File: src/tmsr_pkg.sv
// Package for the tagged merge sort ranker: payload structs, bank control
// struct and shared constants. No dependencies.
`timescale 1ns / 1ps

package tmsr_pkg;

    localparam int SCORE_W           = 16;
    localparam int TAG_W             = 8;
    localparam int RANK_W            = 5;
    localparam int MAX_ITEMS_DEFAULT = 16;

    typedef struct packed {
        logic signed [SCORE_W-1:0] score;
        logic [TAG_W-1:0]          tag;
        logic                      last;
    } in_item_t;

    typedef struct packed {
        logic signed [SCORE_W-1:0] sorted_score;
        logic [TAG_W-1:0]          sorted_tag;
        logic [RANK_W-1:0]         rank;
        logic                      end_of_run;
    } out_item_t;

    typedef struct packed {
        logic signed [SCORE_W-1:0] score;
        logic [TAG_W-1:0]          tag;
    } entry_t;

    typedef struct packed {
        logic wr_en;
        logic wr_bank;
        logic rd_en;
        logic rd_bank;
    } bank_ctl_t;

endpackage

File: src/tmsr_bank.sv
// Entry bank: one write port, two read ports with registered read data.
// Depends on tmsr_pkg for the entry type.
`timescale 1ns / 1ps

module tmsr_bank #(
    parameter int DEPTH = tmsr_pkg::MAX_ITEMS_DEFAULT,
    parameter int AW    = $clog2(DEPTH)
) (
    input  logic            clk,
    input  logic            wr_en,
    input  logic [AW-1:0]   wr_addr,
    input  tmsr_pkg::entry_t wr_data,
    input  logic            rd_en,
    input  logic [AW-1:0]   rd_addr_a,
    input  logic [AW-1:0]   rd_addr_b,
    output tmsr_pkg::entry_t rd_data_a,
    output tmsr_pkg::entry_t rd_data_b
);

    tmsr_pkg::entry_t mem [DEPTH];

    always_ff @(posedge clk)
    begin
        if (wr_en)
        begin
            mem[wr_addr] <= wr_data;
        end
        if (rd_en)
        begin
            rd_data_a <= mem[rd_addr_a];
            rd_data_b <= mem[rd_addr_b];
        end
    end

endmodule

File: src/tmsr_ctrl.sv
// Sequencer for the ranker: batch load, bottom-up merge passes between two
// banks, and emission through an output register. Depends on tmsr_pkg.
`timescale 1ns / 1ps

module tmsr_ctrl #(
    parameter int MAX_ITEMS = tmsr_pkg::MAX_ITEMS_DEFAULT,
    parameter int AW        = $clog2(MAX_ITEMS)
) (
    input  logic                 clk,
    input  logic                 rst_n,
    input  logic                 in_valid,
    output logic                 in_ready,
    input  tmsr_pkg::in_item_t   in_data,
    output logic                 out_valid,
    input  logic                 out_ready,
    output tmsr_pkg::out_item_t  out_data,
    output tmsr_pkg::bank_ctl_t  bank_ctl,
    output logic [AW-1:0]        wr_addr,
    output tmsr_pkg::entry_t     wr_data,
    output logic [AW-1:0]        rd_addr_a,
    output logic [AW-1:0]        rd_addr_b,
    input  tmsr_pkg::entry_t     rd_data_a,
    input  tmsr_pkg::entry_t     rd_data_b
);

    localparam int CW = AW + 2;
    localparam int DW = (CW > tmsr_pkg::RANK_W) ? CW : tmsr_pkg::RANK_W;
    localparam logic [CW-1:0] MaxCount = CW'(MAX_ITEMS);
    localparam logic [CW-1:0] One      = CW'(1);

    typedef enum logic [1:0] {
        ST_IDLE,
        ST_SETUP,
        ST_MERGE,
        ST_EMIT
    } state_t;

    state_t               state_reg, state_next;
    logic [CW-1:0]        count_reg, count_next;
    logic [CW-1:0]        w_reg, w_next;
    logic [CW-1:0]        a_reg, a_next;
    logic [CW-1:0]        b_reg, b_next;
    logic [CW-1:0]        a_end_reg, a_end_next;
    logic [CW-1:0]        b_end_reg, b_end_next;
    logic [CW-1:0]        k_reg, k_next;
    logic                 src_reg, src_next;
    logic [CW-1:0]        emit_pos_reg, emit_pos_next;
    logic                 q_valid_reg, q_valid_next;
    logic [CW-1:0]        q_pos_reg, q_pos_next;
    tmsr_pkg::out_item_t  out_reg, out_next;
    logic                 out_valid_reg, out_valid_next;

    logic                 in_fire;
    logic                 has_room;
    logic [CW-1:0]        batch_n;
    logic                 a_done;
    logic                 b_done;
    logic                 take_a;
    tmsr_pkg::entry_t     pick;
    logic [CW-1:0]        a_adv;
    logic [CW-1:0]        b_adv;
    logic                 group_done;
    logic                 pass_done;
    logic [CW-1:0]        w_dbl;
    logic [CW-1:0]        lo_new;
    logic                 out_fire;
    logic                 move;
    logic                 emit_issue;
    logic [DW-1:0]        rank_full;

    function automatic logic [CW-1:0] clamp_n(input logic [CW-1:0] x,
                                              input logic [CW-1:0] n);
        clamp_n = (x < n) ? x : n;
    endfunction

    assign in_ready  = (state_reg == ST_IDLE);
    assign in_fire   = in_valid && in_ready;
    assign has_room  = (count_reg < MaxCount);
    assign batch_n   = has_room ? count_reg + One : count_reg;

    assign a_done     = (a_reg >= a_end_reg);
    assign b_done     = (b_reg >= b_end_reg);
    assign take_a     = !a_done && (b_done || (rd_data_a.score <= rd_data_b.score));
    assign pick       = take_a ? rd_data_a : rd_data_b;
    assign a_adv      = a_reg + {{(CW-1){1'b0}}, take_a};
    assign b_adv      = b_reg + {{(CW-1){1'b0}}, !take_a};
    assign group_done = (a_adv >= a_end_reg) && (b_adv >= b_end_reg);
    assign pass_done  = (k_reg == count_reg - One);
    assign w_dbl      = {w_reg[CW-2:0], 1'b0};
    assign lo_new     = b_end_reg;

    assign out_fire   = out_valid_reg && out_ready;
    assign move       = q_valid_reg && (!out_valid_reg || out_fire);
    assign emit_issue = (state_reg == ST_EMIT) && (emit_pos_reg < count_reg)
                        && (!q_valid_reg || move);
    assign rank_full  = DW'(count_reg) - DW'(q_pos_reg);

    always_comb
    begin
        state_next     = state_reg;
        count_next     = count_reg;
        w_next         = w_reg;
        a_next         = a_reg;
        b_next         = b_reg;
        a_end_next     = a_end_reg;
        b_end_next     = b_end_reg;
        k_next         = k_reg;
        src_next       = src_reg;
        emit_pos_next  = emit_pos_reg;
        q_valid_next   = q_valid_reg;
        q_pos_next     = q_pos_reg;
        out_next       = out_reg;
        out_valid_next = out_valid_reg;
        bank_ctl       = '0;
        wr_addr        = k_reg[AW-1:0];
        wr_data        = pick;

        case (state_reg)
            ST_IDLE:
            begin
                if (in_fire)
                begin
                    if (has_room)
                    begin
                        bank_ctl.wr_en = 1'b1;
                        wr_addr        = count_reg[AW-1:0];
                        wr_data.score  = in_data.score;
                        wr_data.tag    = in_data.tag;
                        count_next     = count_reg + One;
                    end
                    if (in_data.last)
                    begin
                        src_next      = 1'b0;
                        w_next        = One;
                        emit_pos_next = '0;
                        q_valid_next  = 1'b0;
                        state_next    = (batch_n > One) ? ST_SETUP : ST_EMIT;
                    end
                end
            end
            ST_SETUP:
            begin
                a_next     = '0;
                b_next     = w_reg;
                a_end_next = clamp_n(w_reg, count_reg);
                b_end_next = clamp_n(w_dbl, count_reg);
                k_next     = '0;
                state_next = ST_MERGE;
            end
            ST_MERGE:
            begin
                bank_ctl.wr_en = 1'b1;
                k_next         = k_reg + One;
                if (pass_done)
                begin
                    src_next      = !src_reg;
                    w_next        = w_dbl;
                    emit_pos_next = '0;
                    q_valid_next  = 1'b0;
                    state_next    = (w_dbl < count_reg) ? ST_SETUP : ST_EMIT;
                end
                else if (group_done)
                begin
                    a_next     = lo_new;
                    b_next     = lo_new + w_reg;
                    a_end_next = clamp_n(lo_new + w_reg, count_reg);
                    b_end_next = clamp_n(lo_new + w_dbl, count_reg);
                end
                else
                begin
                    a_next = a_adv;
                    b_next = b_adv;
                end
            end
            ST_EMIT:
            begin
                if (emit_issue)
                begin
                    emit_pos_next = emit_pos_reg + One;
                    q_pos_next    = emit_pos_reg;
                    q_valid_next  = 1'b1;
                end
                else if (move)
                begin
                    q_valid_next = 1'b0;
                end
                if (move)
                begin
                    out_next.sorted_score = rd_data_a.score;
                    out_next.sorted_tag   = rd_data_a.tag;
                    out_next.rank         = rank_full[tmsr_pkg::RANK_W-1:0];
                    out_next.end_of_run   = (q_pos_reg + One == count_reg);
                    out_valid_next        = 1'b1;
                end
                else if (out_fire)
                begin
                    out_valid_next = 1'b0;
                end
                if (out_fire && out_reg.end_of_run)
                begin
                    count_next = '0;
                    state_next = ST_IDLE;
                end
            end
            default:
            begin
                state_next = ST_IDLE;
            end
        endcase

        bank_ctl.wr_bank = (state_reg == ST_IDLE) ? 1'b0 : !src_reg;
        bank_ctl.rd_bank = src_reg;
        bank_ctl.rd_en   = (state_reg == ST_SETUP) || (state_reg == ST_MERGE) || emit_issue;
    end

    assign rd_addr_a = (state_reg == ST_EMIT) ? emit_pos_reg[AW-1:0] : a_next[AW-1:0];
    assign rd_addr_b = b_next[AW-1:0];

    assign out_valid = out_valid_reg;
    assign out_data  = out_reg;

    always_ff @(posedge clk or negedge rst_n)
    begin
        if (!rst_n)
        begin
            state_reg     <= ST_IDLE;
            count_reg     <= '0;
            src_reg       <= 1'b0;
            q_valid_reg   <= 1'b0;
            out_valid_reg <= 1'b0;
            w_reg         <= '0;
            a_reg         <= '0;
            b_reg         <= '0;
            a_end_reg     <= '0;
            b_end_reg     <= '0;
            k_reg         <= '0;
            emit_pos_reg  <= '0;
            q_pos_reg     <= '0;
            out_reg       <= '0;
        end
        else
        begin
            state_reg     <= state_next;
            count_reg     <= count_next;
            src_reg       <= src_next;
            q_valid_reg   <= q_valid_next;
            out_valid_reg <= out_valid_next;
            w_reg         <= w_next;
            a_reg         <= a_next;
            b_reg         <= b_next;
            a_end_reg     <= a_end_next;
            b_end_reg     <= b_end_next;
            k_reg         <= k_next;
            emit_pos_reg  <= emit_pos_next;
            q_pos_reg     <= q_pos_next;
            out_reg       <= out_next;
        end
    end

endmodule

File: src/tagged_merge_sort_ranker_top.sv
// Top level of the tagged merge sort ranker: two ping-pong entry banks and
// the sequencer, with bank port steering. Depends on tmsr_pkg, tmsr_bank, tmsr_ctrl.
//
//   channel | handshake            | payload
//   --------+----------------------+----------------------------------------
//   input   | in_valid / in_ready  | in_data  : score, tag, last
//   output  | out_valid / out_ready| out_data : sorted_score, sorted_tag,
//           |                      |            rank, end_of_run
//
// Loading takes one cycle per transaction. A last item starts ceil(log2 n)
// merge passes, each a setup step and then one entry per cycle through a bank
// with two registered read ports. Emission then issues one bank read per cycle
// while the output is not stalled; a read passes the bank read register, then
// the output register. Results leave one per cycle while out_ready is high.
// in_ready is low from the last item until the final result is taken. Reset
// clears the item count and control; bank contents stay as they are.
`timescale 1ns / 1ps

module tagged_merge_sort_ranker_top #(
    parameter int MAX_ITEMS = tmsr_pkg::MAX_ITEMS_DEFAULT
) (
    input  logic                clk,
    input  logic                rst_n,
    input  logic                in_valid,
    output logic                in_ready,
    input  tmsr_pkg::in_item_t  in_data,
    output logic                out_valid,
    input  logic                out_ready,
    output tmsr_pkg::out_item_t out_data
);

    localparam int AW = $clog2(MAX_ITEMS);

    tmsr_pkg::bank_ctl_t bank_ctl;
    logic [AW-1:0]       wr_addr;
    tmsr_pkg::entry_t    wr_data;
    logic [AW-1:0]       rd_addr_a;
    logic [AW-1:0]       rd_addr_b;
    tmsr_pkg::entry_t    rd_data_a;
    tmsr_pkg::entry_t    rd_data_b;
    tmsr_pkg::entry_t    b0_data_a, b0_data_b;
    tmsr_pkg::entry_t    b1_data_a, b1_data_b;
    logic                b0_we, b1_we, b0_re, b1_re;

    assign b0_we = bank_ctl.wr_en && !bank_ctl.wr_bank;
    assign b1_we = bank_ctl.wr_en &&  bank_ctl.wr_bank;
    assign b0_re = bank_ctl.rd_en && !bank_ctl.rd_bank;
    assign b1_re = bank_ctl.rd_en &&  bank_ctl.rd_bank;

    assign rd_data_a = bank_ctl.rd_bank ? b1_data_a : b0_data_a;
    assign rd_data_b = bank_ctl.rd_bank ? b1_data_b : b0_data_b;

    tmsr_bank #(
        .DEPTH (MAX_ITEMS),
        .AW    (AW)
    ) u_bank0 (
        .clk       (clk),
        .wr_en     (b0_we),
        .wr_addr   (wr_addr),
        .wr_data   (wr_data),
        .rd_en     (b0_re),
        .rd_addr_a (rd_addr_a),
        .rd_addr_b (rd_addr_b),
        .rd_data_a (b0_data_a),
        .rd_data_b (b0_data_b)
    );

    tmsr_bank #(
        .DEPTH (MAX_ITEMS),
        .AW    (AW)
    ) u_bank1 (
        .clk       (clk),
        .wr_en     (b1_we),
        .wr_addr   (wr_addr),
        .wr_data   (wr_data),
        .rd_en     (b1_re),
        .rd_addr_a (rd_addr_a),
        .rd_addr_b (rd_addr_b),
        .rd_data_a (b1_data_a),
        .rd_data_b (b1_data_b)
    );

    tmsr_ctrl #(
        .MAX_ITEMS (MAX_ITEMS),
        .AW        (AW)
    ) u_ctrl (
        .clk       (clk),
        .rst_n     (rst_n),
        .in_valid  (in_valid),
        .in_ready  (in_ready),
        .in_data   (in_data),
        .out_valid (out_valid),
        .out_ready (out_ready),
        .out_data  (out_data),
        .bank_ctl  (bank_ctl),
        .wr_addr   (wr_addr),
        .wr_data   (wr_data),
        .rd_addr_a (rd_addr_a),
        .rd_addr_b (rd_addr_b),
        .rd_data_a (rd_data_a),
        .rd_data_b (rd_data_b)
    );

endmodule
File: config.mk
export PLATFORM = sky130hd
export DESIGN_NAME = tagged_merge_sort_ranker_top
export DESIGN_NICKNAME = d
export VERILOG_FILES = /design/src/tmsr_pkg.sv /design/src/tmsr_bank.sv /design/src/tmsr_ctrl.sv /design/src/tagged_merge_sort_ranker_top.sv
export SDC_FILE = /design/constraint.sdc
export NUM_CORES = 2
export LEC_CHECK = 0
export BUFFER_PORTS_ARGS = -buffer_cell sky130_fd_sc_hd__buf_2
export CAP_MARGIN = 20
export CORE_ASPECT_RATIO = 1.75
export CORE_MARGIN = 3
export CORE_UTILIZATION = 40
export DETAILED_ROUTE_END_ITERATION = 10
export SETUP_SLACK_MARGIN = 0.15
export SLEW_MARGIN = 10
export SYNTH_ARGS = -nofsm -noshare
export SYNTH_HDL_FRONTEND = slang
export SYNTH_HIERARCHICAL = 1
export SYNTH_SLANG_ARGS = --single-unit
File: constraint.sdc
create_clock -name clk -period 12.8 [get_ports clk]
set_input_delay 2.56 -clock clk [delete_from_list [all_inputs] [get_ports clk]]
set_output_delay 2.56 -clock clk [all_outputs]
set_load 0.05 [all_outputs]
; Word-level counts from Yosys, hierarchy flattened
; Memories as Yosys holds them, arrays and structs flattened. A register that Yosys moved wholly into a read port is not among the register bits.
; Index checks and enable logic that the tools add are counted.
[word_totals]
reg_bits = 89
ram_bits = 768
in_bits = 29
output_inout_bits = 32
word_cells = 160
n_memories = 2
[op_classes]
addsub = 10
magnitude_cmp = 12
eq_ne = 13
muxes = 65
reduce_logical = 39
[memory_table]
columns = memory, depth, width, read_ports, rd_clocked_by_memory_dff, write_ports, line
row1 = u_bank0.mem, 16, 24, 2, 2, 1, tmsr_bank.sv:20  ; tmsr_pkg::entry_t mem [DEPTH];
row2 = u_bank1.mem, 16, 24, 2, 2, 1, tmsr_bank.sv:20
[op_table]
columns = operator, count
row1 = $mux W24, 6
row2 = $mux W6, 22
row3 = $pmux W6 S2, 7
row4 = $lt A6 B6 Y1, 5
row5 = $add A6 B1 Y6 const B, 4
row6 = $ge A6 B6 Y1, 4
row7 = $pmux W6 S3, 1
row8 = $le A16 B16 Y1, 1
row9 = $mux W4, 4
row10 = $mux W1, 15
row11 = $add A6 B1 Y6, 2
row12 = $add A6 B6 Y6, 2
row13 = $eq A6 B6 Y1, 2
row14 = $logic_and A1 B1 Y1, 12
row15 = $mux W2, 6
row16 = $reduce_and A5 Y1, 2
row17 = $ne A2 B1 Y1 const B, 4
row18 = $pmux W2 S4, 1
row19 = $reduce_and A2 Y1, 4
row20 = $reduce_and A4 Y1, 2
row21 = $reduce_bool A2 Y1, 4
row22 = $gt A6 B1 Y1 const B, 1
row23 = $logic_not A1 Y1, 6
row24 = $lt A6 B5 Y1 const B, 1
row25 = 12 further kinds, 21

; Longest topological paths before layout
[logic_depth]
depth_word = 12
ltp_mapped = 32
mapped_depth_nobuf = 24

; Hierarchy
; The synthesis kept the hierarchy.
[by_module_without_submodules]
columns = module, instances, cells_each, area_per_inst_um2, seq_area_each_um2
row1 = tmsr_bank (u_bank0), 1, 865, 18701.7, 12972.4
row2 = tmsr_bank (u_bank1), 1, 865, 18700.4, 12972.4
row3 = tmsr_ctrl, 1, 794, 7136.8, 2227.1
row4 = tagged_merge_sort_ranker_top, 1, 58, 852.1, 0.0

; Worst setup path before layout
; OpenSTA, ideal clock, no wires.
[synth_path]
path_type = flip-flop to flip-flop
start = register u_ctrl.src_reg
end = register u_bank0/rd_data_b[10] (netlist name)
setup_time_ns = 0.259
arrival_time_ns = 6.483
required_ns = 12.541
path_slack_ns = 6.058
stages_incl_launch_ff = 31
path_buffers = 8
period_less_slack_ns = 6.742
path_cell_list = dfrtp_1 > buf_4 > buf_6 > buf_12 > mux2_4 > ha_1 > a21o_1 > a21oi_1 > o21ai_0 > nor4_1 > mux2_2 > clkbuf_1 > inv_2 > ha_1 > ha_1 > nand3_1 > xnor2_1 > ha_1 > o211ai_1 > nand2_1 > a31oi_1 > nor2_1 > clkbuf_1 > mux2i_1 > o21ai_0 > buf_4 > clkbuf_1 > buf_2 > mux4_2 > a22oi_1 > nand2_1
[synth_lines]
columns = item, line
row1 = "start, declared", tmsr_ctrl.sv:46  ; logic src_reg, src_next;
row2 = "start signal, assigned", tmsr_ctrl.sv:245  ; src_reg <= src_next;

==> results_dict.tcl <==
set metrics [dict create \
    final_common_cell "edfxtp_1" \
    drv_slew 0 \
    min_path_cells 2 \
    coreArea_um2 112000 \
    grt_start_max_net_pins 148 \
    vias_per_cell 6.24 \
    mostFrequentLayoutCells "edfxtp_1 (864), mux4_2 (384), a22oi_1 (192)" \
    seq_area_frac_synth_pct 62.1 \
    antenna_left 0 \
    cp-start-kind "register" \
    drt-total-wl_um 135000 \
    worstHoldStart "u_ctrl/a_end_reg[5]$_DFFE_PN0P_" \
    fin_crit_sh_pct 72.8 \
    cts_root_buf "clkbuf_16" \
    htree_levels 3 \
    wl_per_cell_um 32.3 \
    die_area_um2 118000 \
    critPathTopFamily "multiplexers" \
    required_ns 13.21 \
    powerDensity_nw_per_um2 316 \
    post_cts_resized 0 \
    synth_edf_count 864 \
    crit_fanout 66 \
    pre_cts_ws_ns 3.50 \
    synth_seq_cells 953 \
    arrival_ns 9.73 \
    syn_inst 2582 \
    rsz0062_at_grt "false" \
    worstMarginPinSlew_ns 1.19 \
    netlist_area_um2 45400 \
    area_delta_synth_final_pct 11.5 \
    synth_flop_cell "edfxtp_1" \
    cts_tree "built" \
    setup_viol 0 \
    io_pins 61 \
    r2r-start "u_ctrl/src_reg$_DFFE_PN0P_" \
    crit_buf_inv 4 \
    maxCapViolCount 0 \
    min-delay-path-class "register to register" \
    cts_hold_buf 0 \
    whs_ns 0.493 \
    yosysWarnings 6 \
    post-dp-hpwl_um 83900 \
    grt_overflow_total 0 \
    clock_skew_ns 0.0422 \
    antenna_found_initial 6 \
    ff2ff_path_depth 26 \
    dr.pass1.iters 7 \
    p_leak_nw 16.5 \
    clock_path_buffers 3 \
    regToRegSetupSlack_ns 3.48 \
    path_clk_slew_ns 0.07 \
    gp_congestion 0.881 \
    tns_ns 0 \
    die_w_um 261 \
    start_util_pct 40.5 \
    cpMaxStageDelayCell "mux2_8" \
    cp.depth 26 \
    port_buffers 60 \
    rows 162 \
    synth_nets 2705 \
    clk_latency_ns 0.69 \
    finalHoldViolations 0 \
    track_usage_pct 23.2 \
    final_cells 4191 \
    nFillCells 9476 \
    dr.first_iter.drc_count 2112 \
    fmax_ghz 0.107 \
    dp.cells 4035 \
    postCtsSetupRepairBufs 0 \
    cts_buffers 85 \
    status "complete, no violations" \
    finalPower_w 0.0160 \
    drcViolationCount 0 \
    worstReg2RegEnd "u_bank0/rd_data_a[13]$_DFFE_PP_" \
    synthArstFlopShare_pct 9.34 \
    vias 26100 \
    regArea_um2 28200 \
    critPathMostFrequentCell "ha_1" \
    worst_slack_ns 3.48 \
    path_class "register to register" \
    slew_headroom_pct 20.7 \
    post-route-min-period_ns 9.32 \
    cts.sinks 953 \
    vdd_drop_max_mv 0.351 \
    critPathMaxStageDelay_ns 0.77 \
    end_kind "register" \
    synth.distinct_cells 70 \
    whs_endpoint "u_ctrl/a_end_reg[5]$_DFFE_PN0P_" \
    drive_above_1_share_pct 30.2 \
    multi_input_area_um2 16500 \
    die_h_um 452 \
    avgSynthCellArea_um2 17.6 \
    grt_pass1_wl_um 196000 \
    grt_pass1_vias 28100 \
    num-nets-final 2769 \
]
[where the power goes]
part           switching [W]  leakage [nW]  total, W  internal [W]
clock                0.00116          1.36   0.00263       0.00147
combinational        0.00467          6.21   0.00766       0.00299
sequential          0.000316          8.97   0.00568       0.00537
[per-layer routing]
layer	vias up	track usage [%]	share of wire [%]
met1	13900	25.5	34
met5	-	0	0
met2	1058	42.4	54
met3	392	3.05	5.3
li1	10800	-	-
met4	0	13.7	6.7
[area by class of cell]
cell class              instances  area share, %
inverters                      61          0.453
multi-input cells            1393           32.6
flip-flops and latches        953           55.7
diodes                          3         0.0148
clock buffers                 109           4.53
well taps                    1476           3.65
clock inverters                44          0.979
repair buffers                152           2.13
[cells by family (layout without fill, tap and decap cells)]
group           count (synthesis)  count (layout)  synth area share, %
simple gates                  364             364                 3.63
compound gates                400             400                 6.10
flops                         953             953                 62.1
other cells                     0               3                    0
mux                           499             499                 22.2
fa+ha+maj                      94              94                 2.64
xor+xnor                       36              36                0.695
buf+inv                       236             366                 2.66
[per-stage QoR]
stage	instance area (um^2)	util, %
finish	50600	45.1
global route	50600	45.1
CTS	50500	45.1
detailed placement	47800	42.6
global placement	47700	42.6
floorplan	45400	-
[worst max path at each step]
stage | start | end | slack [ns]
after floorplan | u_ctrl/src_reg$_DFFE_PN0P_ | u_bank0/rd_data_b[10]$_DFFE_PP_ | 6.06
after global placement | u_ctrl/src_reg$_DFFE_PN0P_ | u_bank0/rd_data_a[13]$_DFFE_PP_ | 3.75
after detailed placement | u_ctrl/src_reg$_DFFE_PN0P_ | u_bank0/rd_data_a[13]$_DFFE_PP_ | 3.50
after CTS | u_ctrl/src_reg$_DFFE_PN0P_ | u_bank0/rd_data_a[13]$_DFFE_PP_ | 3.48
after global routing | u_ctrl/src_reg$_DFFE_PN0P_ | u_bank0/rd_data_a[21]$_DFFE_PP_ | 2.85
final | u_ctrl/src_reg$_DFFE_PN0P_ | u_bank0/rd_data_a[13]$_DFFE_PP_ | 3.48
[synthesized netlist by cell type, drive strengths merged, types with 4 or more instances]
library cell,n,area share [%]
edfxtp,864,57
mux4,384,19
a22oi,192,3.2
nand2,170,1.4
clkbuf,96,0.80
ha,91,2.5
dfrtp,89,4.9
nor2,83,0.69
mux2,81,2.4
buf,79,1.4
a21oi,62,0.68
inv,61,0.50
o21ai,46,0.51
mux2i,34,0.75
nor2b,20,0.28
xnor2,20,0.39
o31ai,18,0.30
nand3,16,0.18
xor2,16,0.31
nor3,15,0.17
o22ai,14,0.19
nand2b,12,0.17
a22o,10,0.19
and2,9,0.12
o211ai,9,0.16
a21o,7,0.12
a31oi,7,0.096
nand4,7,0.096
and4,5,0.096
nor4,5,0.083
a211oi,4,0.088
a32oi,4,0.077
nand3b,4,0.066
or3,4,0.055
or3b,4,0.077
[worst register-to-register path, stage by stage (launching register included)]
cell	delay (ns)
dfrtp_4	0.60
buf_4	0.67
mux2_4	0.45
ha_1	0.31
and4_1	0.27
nand2_1	0.09
o21ai_0	0.11
nor4_1	0.31
mux2_2	0.64
inv_2	0.51
ha_1	0.26
ha_1	0.19
nand3_1	0.10
xnor2_1	0.17
ha_1	0.31
o211ai_1	0.10
nand2_1	0.08
a31oi_1	0.09
nor2_1	0.61
buf_4	0.32
mux2i_1	0.09
o22ai_1	0.24
mux2_8	0.77
buf_12	0.58
mux4_2	0.71
a22oi_1	0.38
nand2_1	0.11
(Power assumes the default switching activity.)
